--- src/assert_macros.svh ---
// Assertion macros shared by the prefix matcher modules.
`ifndef ASSERT_MACROS_SVH
`define ASSERT_MACROS_SVH

// Check a property on every rising edge outside reset.
`define ASSERT_CLK(label, prop, msg) \
    label: assert property (@(posedge i_clk) disable iff (!i_rst_n) (prop)) \
        else $error(msg);

// Check that a condition never holds outside reset.
`define ASSERT_NEVER(label, cond, msg) \
    label: assert property (@(posedge i_clk) disable iff (!i_rst_n) !(cond)) \
        else $error(msg);

`endif

--- src/ppm_pkg.sv ---
// Types, codes and character classes of the prefix policy matcher.
`default_nettype none

package ppm_pkg;

    localparam logic [1:0] MODE_PCHAR = 2'd0;
    localparam logic [1:0] MODE_DESC  = 2'd1;
    localparam logic [1:0] MODE_CMD   = 2'd2;
    localparam logic [1:0] MODE_NONE  = 2'd3;

    localparam logic [1:0] DEC_ALLOW  = 2'd0;
    localparam logic [1:0] DEC_PROMPT = 2'd1;
    localparam logic [1:0] DEC_FORBID = 2'd2;
    localparam logic [1:0] DEC_BAD    = 2'd3;

    localparam logic [7:0] CH_END   = 8'h00;
    localparam logic [7:0] CH_TAB   = 8'h09;
    localparam logic [7:0] CH_CR    = 8'h0D;
    localparam logic [7:0] CH_SPACE = 8'h20;
    localparam logic [7:0] CH_PIPE  = 8'h7C;
    localparam logic [7:0] CH_AMP   = 8'h26;
    localparam logic [7:0] CH_SEMI  = 8'h3B;
    localparam logic [7:0] CH_GT    = 8'h3E;
    localparam logic [7:0] CH_LT    = 8'h3C;
    localparam logic [7:0] CH_PAREN = 8'h28;

    typedef struct packed {
        logic [1:0] mode;
        logic [7:0] entry;
        logic [5:0] position;
        logic [7:0] char_value;
        logic [5:0] prefix_length;
        logic [1:0] decision_in;
        logic [6:0] rule_number;
    } t_in_item;

    typedef struct packed {
        logic [1:0] decision;
        logic       matched;
        logic [6:0] winning_rule;
        logic [5:0] match_length;
    } t_out_item;

    typedef struct packed {
        logic [5:0] len;
        logic [1:0] dec;
        logic [6:0] rule;
    } t_desc;

    typedef struct packed {
        logic       valid;
        logic       term;
        logic [7:0] c;
    } t_eval_ctl;

    typedef struct packed {
        logic en;
        logic val;
    } t_alive_wr;

    function automatic logic is_ws(input logic [7:0] c);
        return (c == CH_SPACE) || ((c >= CH_TAB) && (c <= CH_CR));
    endfunction

    function automatic logic is_boundary(input logic [7:0] c);
        return (c == CH_END) || is_ws(c) || (c == CH_PIPE) || (c == CH_AMP) ||
               (c == CH_SEMI) || (c == CH_GT) || (c == CH_LT) || (c == CH_PAREN);
    endfunction

endpackage

`default_nettype wire

--- src/ppm_unit.sv ---
// Shared entry compare unit with the best-match registers.
`default_nettype none
`include "assert_macros.svh"

module ppm_unit
    import ppm_pkg::*;
#(
    parameter int PREFIX_LEN = 64,
    localparam int LW = $clog2(PREFIX_LEN + 1)
) (
    input  wire                   i_clk,
    input  wire                   i_rst_n,
    input  wire                   i_clear,
    input  t_eval_ctl             i_ctl,
    input  wire  [LW-1:0]         i_pos,
    input  t_desc                 i_desc,
    input  wire                   i_alive,
    input  wire  [7:0]            i_char,
    input  wire  [PREFIX_LEN-1:0] i_mask,
    output t_alive_wr             o_aw,
    output t_out_item             o_best
);

    logic       r_have;
    logic [5:0] r_len;
    logic [1:0] r_dec;
    logic [6:0] r_rule;

    logic                  w_live;
    logic                  w_before;
    logic                  w_at;
    logic                  w_kill;
    logic                  w_spaced;
    logic                  w_hit;
    logic                  w_better;
    logic [PREFIX_LEN-1:0] w_lmask;

    always_comb begin
        for (int j = 0; j < PREFIX_LEN; j++) begin
            w_lmask[j] = (32'(j) < 32'(i_desc.len));
        end
    end

    assign w_live   = i_ctl.valid && i_alive && (i_desc.len != 6'd0);
    assign w_before = 32'(i_pos) < 32'(i_desc.len);
    assign w_at     = 32'(i_pos) == 32'(i_desc.len);
    assign w_kill   = w_live && (!w_before || (i_ctl.c == CH_END) || (i_char != i_ctl.c));
    assign w_spaced = |(i_mask & w_lmask);
    assign w_hit    = w_live && w_at && (w_spaced || is_boundary(i_ctl.c));
    assign w_better = !r_have || (i_desc.len > r_len) ||
                      ((i_desc.len == r_len) && (i_desc.dec > r_dec));

    assign o_aw.en  = i_ctl.valid && (i_ctl.term || w_kill);
    assign o_aw.val = i_ctl.term;

    always_ff @(posedge i_clk) begin
        if (!i_rst_n || i_clear) begin
            r_have <= 1'b0;
            r_len  <= 6'd0;
            r_dec  <= DEC_PROMPT;
            r_rule <= 7'd0;
        end else if (w_hit && w_better) begin
            r_have <= 1'b1;
            r_len  <= i_desc.len;
            r_dec  <= i_desc.dec;
            r_rule <= i_desc.rule;
        end
    end

    assign o_best.decision     = r_have ? r_dec : DEC_PROMPT;
    assign o_best.matched      = r_have;
    assign o_best.winning_rule = r_have ? r_rule : 7'd0;
    assign o_best.match_length = r_have ? r_len : 6'd0;

    `ASSERT_CLK(a_have_drops_on_clear, $fell(r_have) |-> $past(i_clear), "match lost without clear")
    `ASSERT_CLK(a_best_grows, (r_have && $past(r_have) && !$past(i_clear)) |-> (r_len >= $past(r_len)), "best length shrank")

endmodule

`default_nettype wire

--- config.mk ---
export PLATFORM = sky130hd
export DESIGN_NAME = ppm_unit
export DESIGN_NICKNAME = d
export VERILOG_FILES = /design/src/ppm_pkg.sv /design/src/ppm_unit.sv
export VERILOG_INCLUDE_DIRS = /design/src /design/src/src
export SDC_FILE = /design/constraint.sdc
export NUM_CORES = 1
export LEC_CHECK = 0
export BUFFER_PORTS_ARGS = -buffer_cell sky130_fd_sc_hd__buf_2
export CAP_MARGIN = 15
export CORE_MARGIN = 3
export CORE_UTILIZATION = 46
export CTS_CLUSTER_SIZE = 10
export DETAILED_ROUTE_END_ITERATION = 8
export PLACE_DENSITY = 0.88
export SLEW_MARGIN = 20
export SYNTH_ARGS = -nofsm -noshare
export SYNTH_HDL_FRONTEND = slang
export SYNTH_SLANG_ARGS = --single-unit
--- constraint.sdc ---
create_clock -name i_clk -period 4.17 [get_ports i_clk]
set_input_delay 0.417 -clock i_clk [delete_from_list [all_inputs] [get_ports i_clk]]
set_output_delay 0.417 -clock i_clk [all_outputs]
set_load 0.1 [all_outputs]
==> run summary, run 1 <==
DIE
------------------------------------------------------------------------------------------
Area enclosed by the die boundary ........................................... 0.00577 sq mm
Die boundary height .........................................................      76.0 um
Number of I/O pins ..........................................................          126
Die Span X ..................................................................      76.0 um
Area of the core ............................................................ 0.00453 sq mm
Number of cell rows .........................................................           24
Starting Density ............................................................        0.497

FLOW RUN
------------------------------------------------------------------------------------------
Max Cap Violations ..........................................................            0

GLOBAL ROUTE
------------------------------------------------------------------------------------------
Maximum number of pins on one net before global-route repair ................           36
Via count of the first global-routing pass ..................................        2,450
Global-route wire length before repair ......................................    11,200 um
Overall global routing resource usage .......................................        0.225
Number of antenna violations at the first check in global routing ...........            0
Total gr overflow ...........................................................            0

DETAILED ROUTING
------------------------------------------------------------------------------------------
Wire length per cell after detailed routing .................................      14.5 um
Drt via density .............................................................         5.80
Number of DRC markers after the initial detailed-route iteration ............          265
Router iterations before antenna repair .....................................            5
Via Count ...................................................................        2,768
ANT nets after route ........................................................            0
Overall routed net length ...................................................      6920 um
DRC violations left .........................................................            0

PLACEMENT
------------------------------------------------------------------------------------------
Post-placement cell area .................................................... 0.00282 sq mm
Number of placed instances, taps included ...................................          473
Count of input and output buffers ...........................................          124
Place WS ....................................................................      1.13 ns
Final weighted congestion in routability-driven placement ...................        0.916
Hpwl dp .....................................................................      5300 um

CTS
------------------------------------------------------------------------------------------
Clock root buffer ...........................................................     clkbuf_8
Clock tree from TritonCTS ...................................................         done
Count of H-tree levels built during CTS .....................................            1
Number of buffers inserted for hold repair after clock tree synthesis .......            0
Post-cts gate resize count ..................................................            0
Clock edge transition at the registers on the reported setup and hold paths .      0.06 ns
Maximum buffer depth of the clock tree ......................................            2
Num CTS Buffers .............................................................            3
Total number of clock tree sinks ............................................           16
Insertion delay of the later-clocked pin in the worst-skew pair .............      0.25 ns
Number of post-CTS setup repair buffers .....................................            0

CRITICAL PATH
------------------------------------------------------------------------------------------
Start point of the critical path ............................................   i_desc[13]
Data arrival, critical path .................................................      2.67 ns
Capturing element of the worst setup path ...................................      o_aw[1]
FF-to-FF setup slack ........................................................      2.12 ns
Startpoint of the worst-slack reg-to-reg timing path ........................     r_len[1]
Sort of element at the start of the critical path ...........................    input pin
Capturing element type of the critical path ................................. primary output
Reg-to-reg critical path endpoint ...........................................    r_rule[0]
Maximum fanout count along the critical path ................................           32
Setup CP Type ...............................................................       in2out
Data required time at the worst endpoint ....................................      3.75 ns
Number of cells on the worst reg-to-reg path ................................           10

YOSYS
------------------------------------------------------------------------------------------
Netlist Area Pre-Place ...................................................... 0.00225 sq mm
Synthesis Warnings ..........................................................            0
Dominant register cell in the synthesized netlist ...........................      dfxtp_1
Largest cells by area after synthesis ....................................... dfxtp_1 14%, ha_1 7.8%, nand2_1 6.8%
Cell variety after synth ....................................................           59
Cell taking the most area after synthesis ...................................      dfxtp_1
Synthesized area divided by synthesized cell count ..........................   7.34 sq um
Top-area cell type share of the netlist area ................................        0.142
Portion of the post-synthesis area used by sequential elements ..............        0.142
Syn Nets ....................................................................          429
EDFF count, synth ...........................................................            0
Ys async rst share ..........................................................            0
Synth Register Bits .........................................................           16
Gate count after technology mapping .........................................          307

STA
------------------------------------------------------------------------------------------
Crit path setup slack, layout ...............................................      1.09 ns
Worst slew margin relative to its limit .....................................        0.338
Setup TNS ...................................................................         0 ns
Fmax ........................................................................    0.324 GHz
Final Max Tran Viols ........................................................            0
Number of setup violations in the final report ..............................            0
Fraction of the cycle the final worst path needs ............................        0.739
Minimum clock period ........................................................      3.08 ns
Final Hold Vio Count ........................................................            0
Tightest hold margin ........................................................     0.406 ns
Worst-margin pin slew .......................................................     0.989 ns
Final Skew ..................................................................   0.00103 ns
Setup repair after global routing missed its margin .........................        false

HOLD PATH
------------------------------------------------------------------------------------------
Type of the worst min-delay path ............................................       in2reg

FINAL LAYOUT
------------------------------------------------------------------------------------------
Area overhead of the layout relative to synthesis ...........................        27.7%
Final net count .............................................................          535
Ant diodes ..................................................................            0
Area of all placed cells without fillers .................................... 0.00288 sq mm
Filler cells ................................................................          400
Ratio of cells with drive above 1 in the final layout .......................        0.333
Area of the multi-input gates ............................................... 0.00173 sq mm
Finished Core Util ..........................................................        0.635
Area taken by flip-flops and latches ........................................    320 sq um
Most common cell after layout, fill and taps aside ..........................        buf_2
Leading cell types in the layout, fill and taps excluded .................... 124 x buf_2, 41 x nand2_1, 17 x o21ai_0, 16 x inv_1, 16 x dfxtp_1
Final cell count without fillers ............................................          477

PWR
------------------------------------------------------------------------------------------
Lkg Pwr .....................................................................      1.26 nW
Total power .................................................................     0.481 mW
Cell area power density .....................................................  167 mW/mm^2
Max VDD drop ................................................................     0.201 mV

RUN STATUS
------------------------------------------------------------------------------------------
Result of the run ........................................................... finished, final reports clean

-- metal layers --
metal / wire length (um) / global-route usage / part of all wire / vias up
li1: - / - / - / 1359
met5: 0 / 0 / 0 / -
met1: 2730 / 0.292 / 0.39 / 1218
met4: 107 / 0.0543 / 0.015 / 0
met3: 784 / 0.0437 / 0.11 / 15
met2: 3300 / 0.383 / 0.48 / 176
-- worst max-delay path: stages --
cell      delay, ns
buf_2          0.43
clkinv_1       0.40
ha_1           0.40
a21oi_1        0.06
o21ai_0        0.15
a31oi_1        0.07
a31oi_1        0.20
o21a_1         0.12
buf_2          0.41
-- kinds of logic (layout without fill, tap and decap cells) --
family | after synthesis | in the layout | synth area share
compound gates | 100 | 100 | 0.333
xor+xnor | 8 | 8 | 0.0311
fa+ha+maj | 16 | 16 | 0.0866
buf+inv | 42 | 147 | 0.0933
flops | 16 | 16 | 0.142
mux | 15 | 15 | 0.0666
simple gates | 110 | 110 | 0.248
-- area by class of cell --
| type | count | share of cell area |
|---|---|---|
| multi-input cells | 249 | 0.600 |
| repair buffers | 125 | 0.218 |
| flip-flops and latches | 16 | 0.111 |
| well taps | 65 | 0.0283 |
| inverters | 18 | 0.0235 |
| clock buffers | 4 | 0.0191 |
-- sequential cells by signal, indices dropped and copies added (netlist names) --
| name | cells |
|---|---|
| r_rule | 7 |
| r_len | 6 |
| r_dec | 2 |
| r_have | 1 |
-- worst min-delay path by stage --
stage	slack (ns)	startpoint	cells after the start	end
2_1_floorplan	0.43	r_rule[0]	2	r_rule[0]
3_3_place_gp	0.44	r_rule[6]	2	r_rule[6]
3_5_place_dp	0.45	r_rule[4]	2	r_rule[4]
4_1_cts	0.40	i_desc[6]	3	r_rule[6]
5_1_grt	0.41	i_desc[3]	3	r_rule[3]
6_report	0.41	i_desc[5]	3	r_rule[5]
-- where the power goes --
group | internal, mW | switching (mW)
sequential | 0.153 | 0.000104
combinational | 0.0836 | 0.107
clock | 0.0838 | 0.0532
-- synth_stat cells (5+ instances only) --
master     n
nand2_1   41
o21ai_0   17
dfxtp_1   16
inv_1     16
a21oi_1   15
and2_1    15
mux2i_1   15
ha_1      14
nor2_1    10
buf_2      9
nor3_1     9
clkbuf_1   8
o21a_1     8
nand3_1    7
o32ai_1    7
a22oi_1    5
a31oi_1    5
nand4_1    5
nor4_1     5
o31ai_1    5
No activity file was read; power rests on OpenSTA's default activity.
==> run 2, diff against run 1 <==
==> constraint.sdc (replaced) <==
create_clock -name i_clk -period 3.15 [get_ports i_clk]
set_input_delay 0.315 -clock i_clk [delete_from_list [all_inputs] [get_ports i_clk]]
set_output_delay 0.315 -clock i_clk [all_outputs]
set_load 0.1 [all_outputs]
==> run summary, run 2 (same netlist as run 1, synthesis figures left out) <==
CTS
------------------------------------------------------------------------------------------
Num CTS Buffers .............................................................            3
Post-cts gate resize count ..................................................            0
Total number of clock tree sinks ............................................           16
Insertion delay of the later-clocked pin in the worst-skew pair .............      0.25 ns
Count of H-tree levels built during CTS .....................................            1
Clock edge transition at the registers on the reported setup and hold paths .      0.06 ns
Maximum buffer depth of the clock tree ......................................            2
Clock tree from TritonCTS ...................................................         done
Number of buffers inserted for hold repair after clock tree synthesis .......            0
Clock root buffer ...........................................................     clkbuf_8
Number of post-CTS setup repair buffers .....................................            0

PWR
------------------------------------------------------------------------------------------
Max VDD drop ................................................................     0.211 mV
Lkg Pwr .....................................................................      1.28 nW
Cell area power density .....................................................  212 mW/mm^2

DIE
------------------------------------------------------------------------------------------
Area of the core ............................................................ 0.00453 sq mm
Area enclosed by the die boundary ........................................... 0.00577 sq mm
Die Span X ..................................................................      76.0 um
Number of I/O pins ..........................................................          126
Starting Density ............................................................        0.497
Die boundary height .........................................................      76.0 um
Number of cell rows .........................................................           24

CRITICAL PATH
------------------------------------------------------------------------------------------
CP Cell Sequence ............................................................ buf_2 > buf_4 > a22oi_1 > o32ai_1 > nor4_1 > nand4_1 > a2111oi_4 > a211oi_4 > mux2i_1
Data required time at the worst endpoint ....................................      3.32 ns
Data arrival, critical path .................................................      2.89 ns
Sort of element at the start of the critical path ...........................    input pin
Setup CP Type ...............................................................       in2reg
Library cell contributing the largest single delay on the critical path .....     a211oi_4
Maximum fanout count along the critical path ................................           23
Biggest cell delay along the critical path ..................................      0.87 ns
Capturing element type of the critical path .................................    flip-flop

FINAL LAYOUT
------------------------------------------------------------------------------------------
Area overhead of the layout relative to synthesis ...........................        29.0%
Most common cell after layout, fill and taps aside ..........................        buf_2
Area taken by flip-flops and latches ........................................    320 sq um
Final net count .............................................................          540
Ant diodes ..................................................................            0
Top Registers ............................................................... r_rule: 7 flops, r_len: 6 flops, r_dec: 2 flops
Filler cells ................................................................          417
Ratio of cells with drive above 1 in the final layout .......................        0.339
Leading cell types in the layout, fill and taps excluded .................... 124 x buf_2, 41 x nand2_1, 17 x o21ai_0, 16 x inv_1, 16 x dfxtp_1
Area of the multi-input gates ............................................... 0.00173 sq mm
Register bank with the most flops ...........................................       r_rule
Flip-flop count of the largest register, all copies and words added .........            7

HOLD PATH
------------------------------------------------------------------------------------------
Type of the worst min-delay path ............................................       in2reg

STA
------------------------------------------------------------------------------------------
Final Hold Vio Count ........................................................            0
Crit path setup slack, layout ...............................................     0.430 ns
Fraction of the cycle the final worst path needs ............................        0.863
Minimum clock period ........................................................      2.72 ns
Final Skew ..................................................................   0.00188 ns
Worst-margin pin slew .......................................................     0.988 ns
Setup TNS ...................................................................         0 ns
Number of setup violations in the final report ..............................            0
Fmax ........................................................................    0.368 GHz
Worst slew margin relative to its limit .....................................        0.339
Setup repair after global routing missed its margin .........................        false
Tightest hold margin ........................................................     0.311 ns
Final Max Tran Viols ........................................................            0

PLACEMENT
------------------------------------------------------------------------------------------
Hpwl dp .....................................................................      5740 um
Final weighted congestion in routability-driven placement ...................        0.929
Count of input and output buffers ...........................................          124
Place WS ....................................................................     0.212 ns

GLOBAL ROUTE
------------------------------------------------------------------------------------------
Overall global routing resource usage .......................................        0.235
Via count of the first global-routing pass ..................................        2,584
Maximum number of pins on one net before global-route repair ................           30
Number of antenna violations at the first check in global routing ...........            0
Global-route wire length before repair ......................................    11,600 um
Total gr overflow ...........................................................            0

DETAILED ROUTING
------------------------------------------------------------------------------------------
Wire length per cell after detailed routing .................................      15.0 um
Router iterations before antenna repair .....................................            5
Overall routed net length ...................................................      7230 um
Via Count ...................................................................        2,852
ANT nets after route ........................................................            0
Number of DRC markers after the initial detailed-route iteration ............          256
Drt via density .............................................................         5.93
DRC violations left .........................................................            0

FLOW RUN
------------------------------------------------------------------------------------------
Max Cap Violations ..........................................................            0

RUN STATUS
------------------------------------------------------------------------------------------
Result of the run ........................................................... finished, final reports clean

run 2: changes by cell type in the layout (fill, tap and decap cells not counted), sizes merged:
cell    previous run  this run
buf              125       130
clkbuf             4         3
run 2: worst paths after layout:
path | from | endpoint | slack, ns | cells after the start
worst max register to register | r_len[1] | r_dec[1] | 0.69 | 9
worst min-delay path | i_desc[2] | r_rule[2] | 0.31 | 3
worst min register to register | r_rule[1] | r_rule[1] | 0.45 | 2
worst max-delay path | i_desc[12] | r_dec[1] | 0.43 | 9
run 2: final cells by class:
type	count	share of cell area
Multi-Input combinational cell	249	0.595
Inverter	18	0.0232
Sequential cell	16	0.110
Clock buffer	3	0.0142
Timing Repair Buffer	130	0.229
Tap cell	65	0.0280
run 2: worst max-delay path: cells and delay by family:
family	cells	cell delay, ns
compound gates	4	1.42
buf+inv	2	0.60
mux	1	0.28
simple gates	2	0.26
run 2: per-layer routing:
metal,share of wire,wire length [um],track usage
met2,0.48,3460,0.397
met1,0.39,2820,0.287
met5,0,0,0
met3,0.099,716,0.0485
met4,0.031,227,0.105
run 2: power breakdown:
part	total, mW	internal (mW)	switching (mW)
clock network	0.150	0.0848	0.0656
logic	0.262	0.116	0.146
registers	0.203	0.203	0.000138
total	0.615	0.403	0.212
run 2: metrics by stage:
stage | cell area (sq um) | util | power, mW | instances
final | 2910 | 0.641 | 0.615 | 481
after global routing | 2910 | 0.641 | 0.652 | 481
after CTS | 2900 | 0.640 | 0.616 | 481
after detailed placement | 2860 | 0.631 | 0.464 | 478
after global placement | 2860 | 0.631 | 0.456 | 478
after floorplan | 2250 | - | 0.359 | 307
